==> config.mk <==
export PLATFORM = sky130hd
export DESIGN_NAME = snf_outq
export DESIGN_NICKNAME = d
export VERILOG_FILES = /design/src/snf_pkg.sv /design/src/snf_outq.sv
export SDC_FILE = /design/constraint.sdc
export NUM_CORES = 1
export LEC_CHECK = 0
export ABC_AREA = 1
export BUFFER_PORTS_ARGS = -buffer_cell sky130_fd_sc_hd__buf_4
export CORE_ASPECT_RATIO = 0.9
export CORE_MARGIN = 4
export CORE_UTILIZATION = 35
export CTS_CLUSTER_SIZE = 14
export DETAILED_ROUTE_END_ITERATION = 10
export MAX_ROUTING_LAYER = met4
export SETUP_SLACK_MARGIN = 0.02
export SLEW_MARGIN = 15
export SYNTH_ARGS = -nofsm -noshare
export SYNTH_HDL_FRONTEND = slang
export SYNTH_SLANG_ARGS = --single-unit
==> constraint.sdc <==
create_clock -name clk_i -period 4.75 [get_ports clk_i]
set_input_delay 0.2375 -clock clk_i [delete_from_list [all_inputs] [get_ports clk_i]]
set_output_delay 0.2375 -clock clk_i [all_outputs]
set_load 0.01 [all_outputs]
==> src/snf_pkg.sv <==
// ----------------------------------------------------------------------------
// snf_pkg: shared types and constants of the simplex noise block
// Fixed-point constants in Q16, item and configuration records, sequencer
// states and the gradient index reduction.
// ----------------------------------------------------------------------------
`default_nettype none

package snf_pkg;

  localparam int FRAC_BITS   = 16;
  localparam int MAX_OCTAVES = 8;
  localparam int TABLE_SIZE  = 256;
  localparam int TW          = $clog2(TABLE_SIZE);

  // shared multiplier operand and product widths
  localparam int MW = 34;
  localparam int PW = 2 * MW;

  // Q16 constants
  localparam int ONE_Q     = 1 << FRAC_BITS;
  localparam int SKEW_2D   = 23988;   // (sqrt(3) - 1) / 2
  localparam int UNSKEW_2D = 13849;   // (3 - sqrt(3)) / 6
  localparam int HALF_Q    = 32768;   // 1/2
  localparam int THIRD_Q   = 21845;   // 1/3
  localparam int SIXTH_Q   = 10923;   // 1/6
  localparam int RAD_3D    = 39322;   // 0.6

  typedef enum logic [2:0] {
    REG_FREQUENCY,
    REG_LACUNARITY,
    REG_OCTAVE_GAIN,
    REG_OCTAVE_COUNT,
    REG_FRACTAL_SCALE,
    REG_THREE_DIM,
    REG_FRACTAL_MODE
  } cfg_reg_e;

  typedef enum logic {
    OP_LOAD = 1'b0,
    OP_EVAL = 1'b1
  } opcode_e;

  typedef struct packed {
    logic               is_eval;
    logic [7:0]         tidx;
    logic [7:0]         tval;
    logic signed [31:0] cx;
    logic signed [31:0] cy;
    logic signed [31:0] cz;
  } item_t;

  typedef struct packed {
    logic        valid;
    item_t       item;
  } front_out_t;

  typedef struct packed {
    logic [31:0] frequency;
    logic [23:0] lacunarity;
    logic [16:0] octave_gain;
    logic [3:0]  octave_count;
    logic [16:0] fractal_scale;
    logic        three_dim;
    logic        fractal;
  } cfg_t;

  typedef enum logic [4:0] {
    ST_IDLE, ST_SCX, ST_SCY, ST_SCZ, ST_SCW, ST_AMPW, ST_OFFW, ST_SKEW,
    ST_CELL, ST_UNSK, ST_ORIG, ST_CSET, ST_RD0, ST_RD1, ST_RD2, ST_SQX,
    ST_SQY, ST_SQZ, ST_SQW, ST_TCHK, ST_T2, ST_T3, ST_T4, ST_T5,
    ST_T6, ST_CNXT, ST_OCT, ST_OCT2, ST_ACC, ST_NXO, ST_FSC, ST_OUT
  } state_e;

  // value mod 12 for an 8-bit value: reciprocal multiply, exact below 256
  function automatic logic [3:0] mod12(input logic [7:0] v);
    logic [18:0] p;
    logic [7:0]  q;
    logic [7:0]  r;
    p = {11'b0, v} * 19'd171;
    q = 8'(p >> 11);
    r = v - 8'(q * 8'd12);
    return r[3:0];
  endfunction

endpackage

`default_nettype wire

==> src/snf_outq.sv <==
// ----------------------------------------------------------------------------
// snf_outq: result queue
// Two-entry queue that holds finished noise words until they are taken.
// ----------------------------------------------------------------------------
`default_nettype none

module snf_outq import snf_pkg::*; (
  input  wire logic               clk_i,
  input  wire logic               rst_ni,
  input  wire logic               push_i,
  input  wire logic signed [19:0] data_i,
  output logic                    full_o,
  output logic                    empty,
  input  wire logic               pop,
  output logic signed [19:0]      noise_value_o
);

  logic signed [19:0] slot_q [2];
  logic [1:0]         cnt_q;
  logic               wr_q, rd_q;
  logic               do_push, do_pop;

  assign full_o        = (cnt_q == 2'd2);
  assign empty         = (cnt_q == 2'd0);
  assign do_push       = push_i && !full_o;
  assign do_pop        = pop && !empty;
  assign noise_value_o = slot_q[rd_q];

  // advance pointers and count
  always_ff @(posedge clk_i or negedge rst_ni) begin
    if (!rst_ni) begin
      cnt_q <= 2'd0;
      wr_q  <= 1'b0;
      rd_q  <= 1'b0;
    end else begin
      if (do_push && !do_pop) cnt_q <= cnt_q + 2'd1;
      else if (!do_push && do_pop) cnt_q <= cnt_q - 2'd1;
      if (do_push) wr_q <= !wr_q;
      if (do_pop) rd_q <= !rd_q;
    end
  end

  // store the word
  always_ff @(posedge clk_i) begin
    if (do_push) slot_q[wr_q] <= data_i;
  end

endmodule

`default_nettype wire

### Word-level counts from Yosys, hierarchy flattened

Memory sizes are Yosys's and may differ from the RTL's.
Cells that the tools add are included.

* flip-flop bits (word level): 4
* bits in writable memories: 40
* memories: 1

* add/subtract/negate cells: 2
* eq/ne operators: 1
* mux-type cells: 4
* reductions and logical operators: 12

Memories
* slot_q: words 2, width 20, rd ports 1, clocked after Yosys merged registers in 0, wr ports 1, line snf_outq.sv:18 `logic signed [19:0] slot_q [2];`

Operators by type and width (number)
* $logic_not 1->1: 6
* $logic_and 1x1->1: 4
* $mux 2: 2
* $add 2x1->2 const B: 1
* $eq 2x2->1 const B: 1
* $logic_not 2->1: 1
* $mux 1: 2
* $reduce_bool 2->1: 1
* $sub 2x1->2 const B: 1

### Longest topological paths before layout

Gate-level depths: netlist of run 1.

* word-level depth: 7
* depth in mapped cells: 9
* gate-level depth less buffers: 9

### Worst setup path after synthesis of run 1

No wires, ideal clock.

* path kind: register to register
* start: reg cnt_q[1]
* end: mem slot_q[1][0] (enable)
* setup time: 397 ps
* arrival: 1446 ps
* required time: 4353 ps
* path slack: 2908 ps
* cell stages (with the launch flop): 4
* path buffers: 0
* clock period less this slack: 1842 ps
* cells stage by stage: dfrtp_1 inv_1 o21ai_0 nor2_1

* word-level cells in the longest chain between the ends: 5

RTL lines
* start: declaration: line snf_outq.sv:19 `logic [1:0] cnt_q;`
* start signal: assignment: line snf_outq.sv:36 `if (do_push && !do_pop) cnt_q <= cnt_q + 2'd1;`
* start signal: assignment: line snf_outq.sv:37 `else if (!do_push && do_pop) cnt_q <= cnt_q - 2'd1;`
* $eq 2x2->1: line snf_outq.sv:23 `assign full_o = (cnt_q == 2'd2);`
* $logic_not 1->1: line snf_outq.sv:25 `assign do_push = push_i && !full_o;`
* $logic_and 1x1->1: line snf_outq.sv:25
* $mux 1: line snf_outq.sv:45 `if (do_push) slot_q[wr_q] <= data_i;`
* $mux 1 (not written as such): line snf_outq.sv:45
* end: declaration: line snf_outq.sv:18

Every way passes these cells.

### Worst setup path in the final report of run 1

* start: reg rd_q
* end: out noise_value_o[6]

* word-level cells in the longest chain between the ends: 1

RTL lines
* start: declaration: line snf_outq.sv:20 `logic wr_q, rd_q;`
* start signal: assignment: line snf_outq.sv:39 `if (do_pop) rd_q <= !rd_q;`
* $mem_v2 2x20
* end: declaration: line snf_outq.sv:15 `output logic signed [19:0] noise_value_o`

Every way passes these cells.

==> results of run 1 <==
[critical path: cells and delay by family (launching register included)]
family	cells	cell delay, ns
DFF	1	0.78
buffers and inverters	2	0.67
and+or+nand+nor	2	0.24
[power by group]
part           total [mW]  switching, mW  internal, mW
sequential          0.590         0.0570         0.533
combinational       0.454          0.258         0.195
clock               0.225          0.107         0.118
total                1.27          0.422         0.847
[worst max path at each step]
stage,from,end,slack (ns),cells after the start
6_report,rd_q,noise_value_o[6],2.54,4
5_1_grt,rd_q,noise_value_o[18],2.34,4
4_1_cts,rd_q,noise_value_o[6],2.49,4
3_5_place_dp,rd_q,noise_value_o[6],2.80,4
3_3_place_gp,rd_q,noise_value_o[13],2.81,4
2_1_floorplan,cnt_q[1],slot_q[1][0],2.91,3
[per-stage QoR]
step / total power [mW] / hold slack [ns] / instances / cell area (sq um)
after floorplan: 0.836 / -0.0581 / 136 / 1680
after CTS: 1.29 / 0.127 / 248 / 2180
final: 1.27 / 0.138 / 248 / 2180
after global routing: 1.36 / 0.116 / 248 / 2180
after global placement: 1.04 / 0.0356 / 239 / 2080
after detailed placement: 1.06 / 0.0380 / 239 / 2080
[flip-flops by register name (all words and copies together), names as in the netlist]
signal and cells:
cnt_q 2, rd_q 1, slot_q 40, wr_q 1
[synth_stat cells]
master     n  share of area (%)
nand2_1   69                 15
edfxtp_1  40                 71
inv_1      8                1.8
buf_2      4                1.2
dfrtp_1    4                6.0
nor2_1     2               0.45
nor2_2     2               0.74
o21ai_0    2               0.60
ha_1       1               0.74
nand3_1    1               0.30
nand3b_1   1               0.45
nand4_1    1               0.37
xnor2_1    1               0.52
[routing by layer]
metal / wire (um) / vias up
met2: 1690 / 26
met1: 1210 / 498
met4: 47 / 0
met3: 125 / 4
li1: - / 542
met5: 0 / -
[cells by family (layout without fill, tap and decap cells)]
group                      Yosys count  in the layout  share of synthesized area (%)
AOI/OAI and AO/OA                    2              2                          0.596
xor gates and xnor gates             1              1                          0.521
adders and majority gates            1              1                          0.744
buffers and inverters               12             62                           2.98
DFF                                 44             44                           77.4
and+or+nand+nor                     76             76                           17.7
[layout make-up]
type | count | area [sq um]
Clock buffer | 8 | 90.1
Sequential cell | 44 | 1300
Multi-Input combinational cell | 80 | 332
Tap cell | 62 | 77.6
Fill cell | 426 | 2370
Inverter | 8 | 30.0
Timing Repair Buffer | 46 | 348
==> key figures, run 1 <==
Outcome
  – Status: finished clean

Setup path
  – Setup slack, reg-to-reg: 2.89 ns
  – Critical Path Slowest Stage Cell: dfrtp_1
  – Critical setup path kind: register to output pin
  – RR Endpoint: slot_q[1][8]
  – Worst reg2reg path depth: 3
  – Critical Path Most Common Cell: nand2_1
  – CP Launch Type: register
  – CP Max Fanout: 22
  – Crit path largest cell delay: 0.78 ns
  – FF-to-FF Start: cnt_q[1]
  – Setup crit end kind: output pin
  – Crit-path cells: inv_1 > nand2_1 > nand2_1 > buf_4
  – Worst Path Arrival: 1.97 ns
  – CP required: 4.51 ns

Final layout
  – Ant diodes: 0
  – Most frequent cells in the layout: nand2_1, buf_4, edfxtp_1
  – Synth-to-layout area growth: 29.6%
  – Commonest non-fill, non-tap cell in the layout: nand2_1
  – Fraction of layout instances using a drive strength above 1: 29.0%
  – Nets: 210
  – Finished Core Util: 47.9%

Routing
  – Antenna Nets Post-Route: 0
  – Initial detailed-routing violation count: 78
  – Drt total wl: 3.08 mm
  – DRT Pass-1 Iters: 4
  – Via density: 4.31
  – WL per Instance: 12.4 um
  – DRC viols: 0
  – Via count: 1070

Global route
  – First-pass GRT wire length: 4.91 mm
  – All-Layer GR Usage: 11.5%
  – Met2 Track Usage GR: 19.6%
  – Gr busiest metal: met2
  – Initial antenna violation count: 0
  – Total gr overflow: 0
  – M1 GR Usage: 12.5%
  – GRT met3 Usage: 3.19%
  – Largest net degree at the start of global routing: 23
  – Vias in the first global route: 1059

Logic synthesis
  – Yosys warns: 0
  – Distinct cells, synth: 13
  – Post-Syn Nets: 161
  – Seq/Total Area, Yosys: 77.4%
  – Seq cells post-synth: 44
  – Synthesized area per cell: 12.4 sq um
  – Mapped Cells: 136
  – Post-synth design cell area: 1680 sq um

STA
  – Slew HR: 31.8%
  – Final setup fails: 0
  – Period utilisation layout: 46.6%
  – FMAX: 452 MHz
  – Final TNS setup: 0 ns
  – Final min period: 2.21 ns
  – Final Hold Fails: 0
  – Worst setup margin: 2.54 ns
  – Fin. max-slew vios: 0
  – Clk_skew: 0.00376 ns
  – RSZ-0062 raised after global routing: no
  – Worst Tran Pin Value: 1.02 ns

Clock tree
  – CTS Sinks: 44
  – TritonCTS buffer count: 5
  – Hold_buf cts: 1
  – H-Tree Depth: 2
  – CTS max path bufs: 2
  – Post-cts resize count: 0
  – Worst-path clk slew: 0.07 ns
  – Clock latency on the worst-skew pair: 0.28 ns
  – CTS tree: done
  – Root Driver: clkbuf_8
  – Setup bufs post-CTS: 0

Floorplanning
  – Die area: 5980 sq um
  – Die H: 73.7 um
  – Initial core utilization: 37.0%
  – Core area: 4550 sq um
  – Die Wd: 81.0 um
  – Ports: 46
  – Row cnt: 23

Hold path
  – Hold_sp: data_i[19]
  – Hold path depth: 1
  – Hold-critical path endpoint: slot_q[0][19]
  – HP Class: input pin to register

Job
  – Max_cap viols: 0

Placed design
  – Routability Congestion: 0.821
  – Port Buffer Count: 45
  – Post-DP HPWL: 2.16 mm
  – Setup Slack @ Placement: 2.80 ns

Pwr
  – Cell leakage power: 0.956 nW
  – Pwr Density: 582 nW/um^2
  – Worst vdd ir: 0.000337 V
(Power assumes the default switching activity.)
==> run 2: changes to the inputs <==
clock period = 1.94 ns   (was 4.75 ns; I/O delays follow)
==> run 2 against run 1 <==
Utilization grew 4.9 points. Sequential cell count is the same. First-iteration DRC count grew 22%. Total power grew to 2.5 times the previous value. Sequential power grew 130%. Design area grew 10%. Critical endpoint is now noise_value_o[13].
==> key figures, run 2 (synthesized netlist as in run 1, its figures left out) <==
Clock tree
  – CTS Sinks: 44 (unchanged)
  – Worst-path clk slew: 0.07 ns (about the same)
  – TritonCTS buffer count: 5 (unchanged)
  – Root Driver: clkbuf_8
  – CTS max path bufs: 2 (unchanged)
  – Clock latency on the worst-skew pair: 0.28 ns (about the same)
  – H-Tree Depth: 2 (unchanged)
  – Post-cts resize count: 0 (unchanged)
  – CTS tree: done

Floorplanning
  – Die H: 73.7 um (unchanged)
  – Initial core utilization: 37.0% (unchanged)
  – Ports: 46 (unchanged)
  – Die Wd: 81.0 um (unchanged)
  – Core area: 4550 sq um (unchanged)
  – Row cnt: 23 (unchanged)
  – Die area: 5980 sq um (unchanged)

Placed design
  – Setup Slack @ Placement: 0.543 ns (-2.26 ns)
  – Post-DP HPWL: 2.13 mm (-1.6%)
  – DP Area: 2100 sq um (+1.1%)
  – Port Buffer Count: 45 (unchanged)
  – Routability Congestion: 0.846 (+3.0%)

Routing
  – DRT Pass-1 Iters: 4 (unchanged)
  – Initial detailed-routing violation count: 95 (+22%)
  – Via density: 4.27 (-1.0%)
  – Drt total wl: 3.14 mm (+2.2%)
  – Via count: 1153 (+7.8%)
  – DRC viols: 0 (unchanged)
  – WL per Instance: 11.6 um (-6.1%)
  – Antenna Nets Post-Route: 0 (unchanged)

Final layout
  – Ant diodes: 0 (unchanged)
  – Nets: 232 (+10%)
  – Top flop regs: slot_q (40), cnt_q (2)
  – Max FFs per register: 40 (unchanged)
  – Finished Core Util: 52.8% (+4.9 points)
  – Final instance area: 2400 sq um (+10%)
  – Most frequent cells in the layout: nand2_1, buf_4, edfxtp_1
  – Synth-to-layout area growth: 42.9%
  – Commonest non-fill, non-tap cell in the layout: nand2_1
  – Largest Register: slot_q
  – Fraction of layout instances using a drive strength above 1: 27.9% (-1.1 points)

STA
  – RSZ-0062 raised after global routing: no
  – Period utilisation layout: 80.3%
  – Final setup fails: 0 (unchanged)
  – Final min period: 1.56 ns
  – Slew HR: 57.9% (+26 points)
  – Worst setup margin: 0.383 ns (-2.16 ns)
  – Worst Tran Pin Value: 0.631 ns (-0.391 ns)
  – Fin. max-slew vios: 0 (unchanged)
  – FMAX: 642 MHz
  – Final Hold Fails: 0 (unchanged)
  – Clk_skew: 0.00790 ns (+0.00414 ns)
  – Hold Slack: 0.0108 ns (-0.127 ns)
  – Final TNS setup: 0 ns (unchanged)

Global route
  – First-pass GRT wire length: 4.99 mm (+1.7%)
  – All-Layer GR Usage: 11.7% (+0.22 points)
  – Vias in the first global route: 1116 (+5.4%)
  – Initial antenna violation count: 0 (unchanged)
  – Largest net degree at the start of global routing: 22 (-4.3%)
  – Total gr overflow: 0 (unchanged)

Setup path
  – Worst Path Arrival: 1.46 ns (-0.51 ns)
  – CP Max Fanout: 21 (-4.5%)
  – CP required: 1.84 ns (-2.67 ns)
  – Setup crit end kind: output pin
  – CP Launch Type: register
  – Critical setup path kind: register to output pin

Pwr
  – Cell leakage power: 1.06 nW (+11%)
  – Pwr Density: 1330 nW/um^2 (+130%)
  – Worst vdd ir: 0.000896 V (+170%)

Hold path
  – HP Class: input pin to register

Job
  – Max_cap viols: 0 (unchanged)

Outcome
  – Status: finished clean
## run 2: cell count changes in the layout (fill, tap and decap cells not counted)
cell,before,now
dlygate4sd3_1,1,20
buf_4,45,48
clkbuf_1,2,1
clkbuf_8,6,7
## run 2: per-layer routing
layer | routed length (um) | track usage [%] | vias up | part of all wire [%]
li1 | - | - | 587 | -
met1 | 1240 | 13.0 | 530 | 39
met2 | 1660 | 19.5 | 32 | 53
met3 | 181 | 2.33 | 4 | 5.8
met4 | 60 | 6.94 | 0 | 1.9
met5 | 0 | - | - | 0
## run 2: critical path, cell delays in order, from the launching register on
cell     delay [ns]
dfrtp_1        0.38
inv_1          0.47
nand2_1        0.10
nand2_1        0.11
buf_4          0.12
## run 2: cell type report
type,instances,area (sq um)
fillers,412,2150
flip-flops and latches,44,1300
repair buffers,68,561
multi-input cells,80,332
clock buffers,8,100
well taps,62,77.6
inverters,8,30.0
## run 2: metrics by stage
| stage | total power, mW | cells |
|---|---|---|
| final | 3.20 | 270 |
| after global routing | 3.43 | 270 |
| after CTS | 3.24 | 269 |
| after detailed placement | 2.62 | 242 |
| after global placement | 2.59 | 242 |
| after floorplan | 2.05 | 136 |
## run 2: path summary, 6_finish.rpt
path / start / endpoint / slack, ns / depth (start not counted)
setup / recovery: rd_q / noise_value_o[13] / 0.38 / 4
hold / removal: data_i[13] / slot_q[0][13] / 0.01 / 1
setup reg to reg: cnt_q[1] / slot_q[0][7] / 0.52 / 6
hold reg to reg: wr_q / wr_q / 0.52 / 2
max in group asynchronous: rst_ni / rd_q / 1.70 / 2
min in group asynchronous: rst_ni / wr_q / 0.13 / 2
## run 2: report_power, final
group          switching, mW  internal (mW)
Clock                  0.264          0.324
Combinational          0.704          0.532
Sequential            0.0794           1.30
## run 2: repair_timing
action | CTS | global route
endpoints found under the hold margin | 40 | 2
setup buffers | 0 | 0
hold buffers | 19 | 1
setup endpoints to repair | 0 | 0
