$ cat src/snf_pkg.sv
// ----------------------------------------------------------------------------
// snf_pkg: shared types and constants of the simplex noise block
// Fixed-point constants in Q16, item and configuration records, sequencer
// states and the gradient index reduction.
// ----------------------------------------------------------------------------
`default_nettype none

package snf_pkg;

  localparam int FRAC_BITS   = 16;
  localparam int MAX_OCTAVES = 8;
  localparam int TABLE_SIZE  = 256;
  localparam int TW          = $clog2(TABLE_SIZE);

  // shared multiplier operand and product widths
  localparam int MW = 34;
  localparam int PW = 2 * MW;

  // Q16 constants
  localparam int ONE_Q     = 1 << FRAC_BITS;
  localparam int SKEW_2D   = 23988;   // (sqrt(3) - 1) / 2
  localparam int UNSKEW_2D = 13849;   // (3 - sqrt(3)) / 6
  localparam int HALF_Q    = 32768;   // 1/2
  localparam int THIRD_Q   = 21845;   // 1/3
  localparam int SIXTH_Q   = 10923;   // 1/6
  localparam int RAD_3D    = 39322;   // 0.6

  typedef enum logic [2:0] {
    REG_FREQUENCY,
    REG_LACUNARITY,
    REG_OCTAVE_GAIN,
    REG_OCTAVE_COUNT,
    REG_FRACTAL_SCALE,
    REG_THREE_DIM,
    REG_FRACTAL_MODE
  } cfg_reg_e;

  typedef enum logic {
    OP_LOAD = 1'b0,
    OP_EVAL = 1'b1
  } opcode_e;

  typedef struct packed {
    logic               is_eval;
    logic [7:0]         tidx;
    logic [7:0]         tval;
    logic signed [31:0] cx;
    logic signed [31:0] cy;
    logic signed [31:0] cz;
  } item_t;

  typedef struct packed {
    logic        valid;
    item_t       item;
  } front_out_t;

  typedef struct packed {
    logic [31:0] frequency;
    logic [23:0] lacunarity;
    logic [16:0] octave_gain;
    logic [3:0]  octave_count;
    logic [16:0] fractal_scale;
    logic        three_dim;
    logic        fractal;
  } cfg_t;

  typedef enum logic [4:0] {
    ST_IDLE, ST_SCX, ST_SCY, ST_SCZ, ST_SCW, ST_AMPW, ST_OFFW, ST_SKEW,
    ST_CELL, ST_UNSK, ST_ORIG, ST_CSET, ST_RD0, ST_RD1, ST_RD2, ST_SQX,
    ST_SQY, ST_SQZ, ST_SQW, ST_TCHK, ST_T2, ST_T3, ST_T4, ST_T5,
    ST_T6, ST_CNXT, ST_OCT, ST_OCT2, ST_ACC, ST_NXO, ST_FSC, ST_OUT
  } state_e;

  // value mod 12 for an 8-bit value: reciprocal multiply, exact below 256
  function automatic logic [3:0] mod12(input logic [7:0] v);
    logic [18:0] p;
    logic [7:0]  q;
    logic [7:0]  r;
    p = {11'b0, v} * 19'd171;
    q = 8'(p >> 11);
    r = v - 8'(q * 8'd12);
    return r[3:0];
  endfunction

endpackage

`default_nettype wire

$ cat src/snf_front.sv
// ----------------------------------------------------------------------------
// snf_front: input queue and item decode
// Two-entry queue of accepted items; tags each item as a table load or a
// point evaluation for the back end.
// ----------------------------------------------------------------------------
`default_nettype none

module snf_front import snf_pkg::*; (
  input  wire logic               clk_i,
  input  wire logic               rst_ni,
  input  wire logic               push,
  output logic                    full,
  input  wire logic               opcode_i,
  input  wire logic [7:0]         table_index_i,
  input  wire logic [7:0]         table_value_i,
  input  wire logic signed [31:0] coord_x_i,
  input  wire logic signed [31:0] coord_y_i,
  input  wire logic signed [31:0] coord_z_i,
  output front_out_t              head_o,
  input  wire logic               pop_i
);

  item_t      slot_q [2];
  logic [1:0] cnt_q, cnt_d;
  logic       wr_q, rd_q;
  logic       do_push, do_pop;

  assign full    = (cnt_q == 2'd2);
  assign do_push = push && !full;
  assign do_pop  = pop_i && (cnt_q != 2'd0);

  // present the oldest word
  assign head_o.valid = (cnt_q != 2'd0);
  assign head_o.item  = slot_q[rd_q];

  always_comb begin
    cnt_d = cnt_q;
    if (do_push && !do_pop) cnt_d = cnt_q + 2'd1;
    else if (!do_push && do_pop) cnt_d = cnt_q - 2'd1;
  end

  // advance pointers and count
  always_ff @(posedge clk_i or negedge rst_ni) begin
    if (!rst_ni) begin
      cnt_q <= 2'd0;
      wr_q  <= 1'b0;
      rd_q  <= 1'b0;
    end else begin
      cnt_q <= cnt_d;
      if (do_push) wr_q <= !wr_q;
      if (do_pop) rd_q <= !rd_q;
    end
  end

  // classify and store the word
  always_ff @(posedge clk_i) begin
    if (do_push) begin
      slot_q[wr_q].is_eval <= (opcode_e'(opcode_i) == OP_EVAL);
      slot_q[wr_q].tidx    <= table_index_i;
      slot_q[wr_q].tval    <= table_value_i;
      slot_q[wr_q].cx      <= coord_x_i;
      slot_q[wr_q].cy      <= coord_y_i;
      slot_q[wr_q].cz      <= coord_z_i;
    end
  end

  a_cnt_max: assert property (@(posedge clk_i) disable iff (!rst_ni)
    cnt_q != 2'd3) else $error("input queue count overflow");

  a_ptr_gap: assert property (@(posedge clk_i) disable iff (!rst_ni)
    (cnt_q == 2'd0 || cnt_q == 2'd2) |-> (wr_q == rd_q))
    else $error("input queue pointers disagree with count");

endmodule

`default_nettype wire

$ cat config.mk
export PLATFORM = sky130hd
export DESIGN_NAME = snf_front
export DESIGN_NICKNAME = d
export VERILOG_FILES = /design/src/snf_pkg.sv /design/src/snf_front.sv
export SDC_FILE = /design/constraint.sdc
export NUM_CORES = 1
export LEC_CHECK = 0
export BUFFER_PORTS_ARGS = -buffer_cell sky130_fd_sc_hd__buf_2
export CORE_ASPECT_RATIO = 1.4
export CORE_MARGIN = 2
export CORE_UTILIZATION = 44
export DETAILED_ROUTE_END_ITERATION = 16
export HOLD_SLACK_MARGIN = 0.02
export PLACE_DENSITY = 0.66
export SKIP_CTS_REPAIR_TIMING = 1
export SYNTH_ARGS = -nofsm -noshare
export SYNTH_HDL_FRONTEND = slang
export SYNTH_SLANG_ARGS = --single-unit
$ cat constraint.sdc
create_clock -name clk_i -period 11.9 [get_ports clk_i]
set_clock_uncertainty 0.05 [all_clocks]
set_input_delay 0 -clock clk_i [delete_from_list [all_inputs] [get_ports clk_i]]
set_output_delay 0 -clock clk_i [all_outputs]
set_load 0.02 [all_outputs]
=== Yosys cells after proc, flatten, opt, wreduce, memory -nomap -nowiden ===
Memory sizes are Yosys's and may differ from the RTL's.
Index checks and enable logic that the tools add are counted.

* Divide/modulo/power cells: 0
* $add $sub $neg: 2
* Muxes and demuxes: 4
* Reduce and logical (&&, ||, !) cells: 11
* Equal/unequal tests: 1
* Multiply operators: 0
* $lt $le $gt $ge: 0
* Bitwise logic cells: 0
* Shift-type cells: 0

{| class="wikitable"
|+ Operator list
! kind !! count
|-
| $logic_not A1 Y1 || 5
|-
| $logic_and A1 B1 Y1 || 4
|-
| $mux W2 || 2
|-
| $reduce_bool A2 Y1 || 2
|-
| $add A2 B1 Y2 const B || 1
|-
| $eq A2 B2 Y1 const B || 1
|-
| $mux W1 || 2
|-
| $sub A2 B1 Y2 const B || 1
|}

* Bits in read-only memories: 0
* Output and inout bits: 115
* Latch bits: 0
* Register bits: 4
* Memory bits (writable): 226
* Logic and storage cells: 22
* Memories: 1

{| class="wikitable"
|+ Memory list
! name !! depth !! width !! rd ports !! clocked after Yosys merged registers in !! wr ports !! line !! text
|-
| slot_q || 2 || 113 || 1 || 0 || 1 || snf_front.sv:23 || <nowiki>item_t slot_q [2];</nowiki>
|}

=== Logic depth before layout (Yosys ltp) ===
Gate-level depths: netlist of the first run.

* Depth after elaboration: 7
* Depth in mapped cells: 7
* Mapped depth without buffers: 7

=== Least setup slack after synthesis of the first run ===
Ideal clock, no wire load.

* Path kind: register -> register
* Start point: reg cnt_q[0]
* End point: mem slot_q[0][0] (netlist bit) (enable)
* Stages on the path, launching flop included: 4
* Library setup time: 0.586 ns
* Required time: 11.264 ns
* Arrival time: 5.323 ns
* Slack: 5.941 ns
* Period minus slack after synthesis: 5.959 ns
* Path through: dfrtp_1 > nand2b_1 > nand2_1 > nor2_1

* Longest elaborated chain between the ends: 5

{| class="wikitable"
|+ RTL lines
! item !! line !! text
|-
| from (decl) || snf_front.sv:24 || <nowiki>logic [1:0] cnt_q, cnt_d;</nowiki>
|-
| from (signal assigned) || snf_front.sv:49 || <nowiki>cnt_q <= cnt_d;</nowiki>
|-
| $eq A2 B2 Y1 || snf_front.sv:28 || <nowiki>assign full = (cnt_q == 2'd2);</nowiki>
|-
| $logic_not A1 Y1 || snf_front.sv:29 || <nowiki>assign do_push = push && !full;</nowiki>
|-
| $logic_and A1 B1 Y1 || snf_front.sv:29 ||
|-
| $mux W1 || snf_front.sv:57 || <nowiki>if (do_push) begin</nowiki>
|-
| $mux W1 (implied by the code) || snf_front.sv:63 || <nowiki>slot_q[wr_q].cz <= coord_z_i;</nowiki>
|-
| to (decl) || snf_front.sv:23 ||
|}

No other way between the ends.

==> metrics, run 1 <==
Post-Route WL=roughly 17000 um; synthesized net count=489; Placed Cells=841; Seq cells post-synth=230; Setup violations, final=0; crit path buf inv count=2; Max stage delay on crit path=~1100 ps; power density over the cells=around 240 mW/mm2; slowest stage cell, crit path=dfrtp_4; global-route usage over all layers=~14%; CTS Sinks=230; Routed WL per cell=about 17 um; Leak=0.00468 uW; Die H=roughly 170 um; Worst-Skew Late Latency=between 400 and 500 ps; share of cells above drive strength 1=between 50 and 60%; Filler cells=approximately 1400; Max-Cap Viols=0; total power=~2800 uW; final std cells w/o fill=between 900 and 1000; CP delay by family, top=flip-flops; Worst-Margin Slew=~1000 ps; crit end category=primary output; Core Box Area=around 0.019 mm2; warnings from Yosys=0; critical-path maximum fanout=60; 1st-iter DRT viols=roughly 230; DR pass1 iterations=4; area growth from synthesis to layout=38.6%; row cnt=60; Syn Inst Count=around 370; Multi-input gate area=approximately 0.0016 mm2; worst IR drop on VDD=between 150 and 200 uV; Setup TNS=0 ps; Initial Util=~45%; Layout Utilization=roughly 62%; HPWL after detailed placement=between 10000 and 15000 um; GPL Wtd Cong=about 0.72; Remaining Overflow, GRT=0; crit-path cells=buf_4 > mux2_2 > buf_2; Max Clk Rate=between 300 and 400 MHz; CP Data Arrival Time=a little over 3000 ps; final worst path period need=3160 ps; sequential cell area=0.00689 mm2; Worst Setup Start Kind=flip-flop; root buf cell=clkbuf_16; Slew Viols, Final=0; ANT nets after route=0; vias in the first global route=between 4000 and 5000; Crit Path Class=flip-flop to primary output; I/O pin cnt=232; Die X=122 um; clk buf depth=3; count of unique library cells instantiated by Yosys=16; Die Area=0.0207 mm2; initial antenna violation count=1; status=completed; Num CTS Buffers=22; min-delay worst type=input pin to flip-flop; IO Port Bufs=231; Vias/cell=roughly 4.7; final worst-path cycle share=approximately a quarter; endpoints failing hold=0; Slew HR=31.6%; first-pass GRT wire length=23100 um; syn avg cell area=approximately 23 um2; Reg clk slew, reported paths=approximately 60 ps; RSZ-0062 raised after global routing=false; CTS tree=done; DRC=0; post-synthesis cell area=~0.0086 mm2; CTS HTree Levels=1; worst endpoint required time=11850 ps; via count=approximately 4700; fin nets=around 850; sequential fraction of the synthesis area=80.1%; largest net degree at the start of global routing=61
==> layout by cell type (no fill, tap or decap), drive strengths merged, types with 3 or more instances in the layout <==
master         n
xnor2          3
buf          235
dlygate4sd3  117
mux2         113
edfxtp       226
inv            3
clkinvlp       3
clkbuf        28
dfrtp          4
clkinv         6
==> final timing paths <==
path,start,to,slack [ps],cells past startpoint
setup / recovery,rd_q,head_o[3],8740,3
hold / removal,coord_x_i[31],slot_q[1][95],160,2
setup reg to reg,cnt_q[0],slot_q[0][2],8950,5
hold reg to reg,cnt_q[0],cnt_q[0],480,1
max in group asynchronous,rst_ni,rd_q,11230,3
min in group asynchronous,rst_ni,cnt_q[0],360,3
==> worst register-to-register path, cell delays in order, from the launching register on <==
cell      delay (ps)
dfrtp_1          410
nand2b_1         180
nand2_1          150
nor2_4           440
buf_4            590
buf_4            710
==> cell type report <==
class | instances | share of cell area (%)
Timing Repair Buffer | 352 | 19.8
Clock inverter | 12 | 1.04
Sequential cell | 230 | 57.8
Inverter | 2 | 0.0630
Tap cell | 248 | 2.60
Multi-Input combinational cell | 126 | 13.4
Antenna cell | 1 | 0.0210
Clock buffer | 28 | 5.24
==> cells in the mapped netlist (all sizes together) <==
cell type	number	area, um2
xnor2	3	26.3
dfrtp	4	100
nand2b	1	6.26
mux2	113	1500
nand2	2	7.51
nor2	2	7.51
inv	2	7.51
xor2	2	17.5
and3	1	6.26
buf	13	119
edfxtp	226	6790
or2	1	6.26
ha	1	12.5
==> sequential cells by signal, summed over array words and instances (netlist names) <==
| signal | cells |
|---|---|
| slot_q | 226 |
| rd_q | 1 |
| cnt_q | 2 |
| wr_q | 1 |
==> per-stage QoR <==
step	instance area [um2]	hold WS, ps	setup slack [ps]
2_1_floorplan	8600	-346	5940
3_3_place_gp	9990	-243	9030
3_5_place_dp	9990	-237	8910
4_1_cts	10700	-767	8700
5_1_grt	11900	157	8600
6_report	11900	165	8740
==> routing by layer <==
metal,vias to the layer above,part of all wire (%),track usage (%)
met5,-,0,0
met4,0,2.5,4.80
met3,34,7.7,5.34
met2,162,52,25.1
met1,2282,38,16.3
li1,2198,-,-
==> cells by family after synthesis <==
logic type / Yosys count / share of synthesized area, %
adder cells (fa/ha/maj): 1 / 0.145
AND/OR/NAND/NOR: 7 / 0.393
buffers and inverters: 15 / 1.47
multiplexers: 113 / 17.4
flip-flops: 230 / 80.1
XOR/XNOR: 5 / 0.509
==> power by group <==
part | switching, uW | leakage (uW) | internal [uW]
logic | 523 | 0.00218 | 417
registers | 93.3 | 0.00215 | 1110
clock network | 286 | 0.000362 | 417
total | 902 | 0.00468 | 1940
(Power assumes the default switching activity.)
==> run 2, diff against run 1 <==
Clock period 11.9 ns to 2.93 ns, I/O delays scaled along.
==> metrics, run 2 (synthesized netlist as in run 1, its figures left out) <==
Crit Path Class=flip-flop to primary output (unchanged); CP Data Arrival Time=2150 ps (was 3110 ps); vias in the first global route=4630 (was 4395); Initial Util=44.8% (unchanged); Routed WL per cell=17.0 um (was 16.8 um); Max-Cap Viols=0 (unchanged); Slew Viols, Final=0 (unchanged); Worst Hold Endpoint=slot_q[1][7] (was slot_q[1][95]); initial antenna violation count=0 (was 1); root buf cell=clkbuf_16 (unchanged); min-delay worst type=input pin to flip-flop (unchanged); Setup TNS=0 ps (unchanged); DR pass1 iterations=4 (unchanged); Vias/cell=4.79 (was 4.68); GPL Wtd Cong=0.714 (was 0.721); I/O pin cnt=232 (unchanged); worst endpoint required time=2880 ps (was 11850 ps); Num CTS Buffers=22 (unchanged); Leak=0.00467 uW (was 0.00468 uW); IO Port Bufs=231 (unchanged); hold_sp=coord_z_i[7] (was coord_x_i[31]); area growth from synthesis to layout=38.5% (was 38.6%); max reg flops=226 (unchanged); 1st-iter DRT viols=270 (was 227); commonest non-fill, non-tap cell in the layout=buf_2 (unchanged); Remaining Overflow, GRT=0 (unchanged); Die X=122 um (unchanged); Max Clk Rate=between 400 and 500 MHz; worst IR drop on VDD=752 uV (was 176 uV); Largest Register=slot_q (unchanged); Cells on Worst Hold Path=2 (unchanged); Setup violations, final=0 (unchanged); CTS Sinks=230 (unchanged); crit end category=primary output (unchanged); share of cells above drive strength 1=51.3% (was 51.9%); commonest non-fill, non-tap cells in the layout=buf_2 (231), edfxtp_1 (226), dlygate4sd3_1 (117), mux2_4 (60), mux2_2 (53) (unchanged); RSZ-0062 raised after global routing=false (unchanged); CTS HTree Levels=1 (unchanged); ANT nets after route=0 (unchanged); Worst Setup Start Kind=flip-flop (unchanged); critical-path maximum fanout=114 (was 60); Core Box Area=0.0192 mm2 (unchanged); final worst path period need=about 2200 ps; Largest regs=slot_q: 226 flops, cnt_q: 2 flops (unchanged); global-route usage over all layers=14.8% (was 14.4%); row cnt=60 (unchanged); antenna cells=0 (was 1); power density over the cells=963 mW/mm2 (was 239 mW/mm2); FF-to-FF End=slot_q[0][71] (was slot_q[0][2]); Post-Route WL=16900 um (was 16800 um); first-pass GRT wire length=23700 um (was 23100 um); clk buf depth=3 (unchanged); final worst-path cycle share=roughly three quarters; CTS tree=done (unchanged); Slew HR=47.1% (was 31.6%); R2R depth=4 (was 5); Die Area=0.0207 mm2 (unchanged); HPWL after detailed placement=10300 um (was 10200 um); flop2flop setup slack=1000 ps (was 8950 ps); reg2reg start=cnt_q[0] (unchanged); status=completed (unchanged); largest net degree at the start of global routing=115 (was 61); via count=4766 (was 4676); DRC=0 (unchanged); Reg clk slew, reported paths=60 ps (about the same); Die H=169 um (unchanged); Worst-Skew Late Latency=490 ps (about the same); fin nets=853 (was 852); Worst-Margin Slew=794 ps (was 1030 ps); Layout Utilization=62.0% (about the same); endpoints failing hold=0 (unchanged)
run 2: cell types whose count changed in the layout (fill, tap and decap cells not counted), sizes merged:
cell | before | now
inv | 3 | 2
buf | 235 | 236
clkinv | 6 | 4
clkinvlp | 3 | 2
diode | 1 | 0
run 2: critical path, cell delays in order, from the launching register on:
cell and delay, ps:
dfrtp_4 410, buf_12 550, mux2_2 410, buf_2 170
run 2: worst max path at each step:
stage	start	to	slack [ps]	cells past startpoint
2_1_floorplan	cnt_q[0]	slot_q[0][0]	130	3
5_1_grt	rd_q	head_o[109]	650	3
4_1_cts	rd_q	head_o[29]	700	3
6_report	rd_q	head_o[33]	730	3
3_5_place_dp	cnt_q[0]	slot_q[0][9]	990	4
3_3_place_gp	cnt_q[0]	slot_q[0][64]	1070	4
run 2: layout make-up:
type | count | area, um2
Clock buffer | 28 | 594
Clock inverter | 8 | 97.6
Fill cell | 1424 | 7300
Inverter | 2 | 7.51
Multi-Input combinational cell | 126 | 1600
Sequential cell | 230 | 6890
Tap cell | 248 | 310
Timing Repair Buffer | 353 | 2410
run 2: per-stage QoR:
| stage | setup WS [ps] | std cells | hold slack (ps) | total power (uW) | cell area, um2 |
|---|---|---|---|---|---|
| after global routing | 649 | 995 | 164 | 12000 | 11900 |
| final | 726 | 995 | 177 | 11500 | 11900 |
| after detailed placement | 993 | 842 | -236 | 8750 | 10100 |
| after CTS | 702 | 878 | -765 | 11500 | 10700 |
| after global placement | 1070 | 842 | -244 | 8660 | 10100 |
| after floorplan | 133 | 371 | -346 | 7620 | 8610 |
run 2: per-layer routing:
layer | share of wire, % | global-route usage, % | vias to the layer above | wire (um)
met2 | 54 | 27.1 | 163 | 9110
li1 | - | - | 2196 | -
met5 | 0 | 0 | - | 0
met3 | 6.4 | 4.40 | 27 | 1080
met4 | 2.1 | 5.65 | 0 | 364
met1 | 38 | 15.8 | 2380 | 6380
run 2: report_power, final:
part	internal [uW]	total, uW	switching [uW]
combinational	1740	4080	2330
sequential	4500	4680	183
clock	1610	2710	1110
total	7850	11500	3620
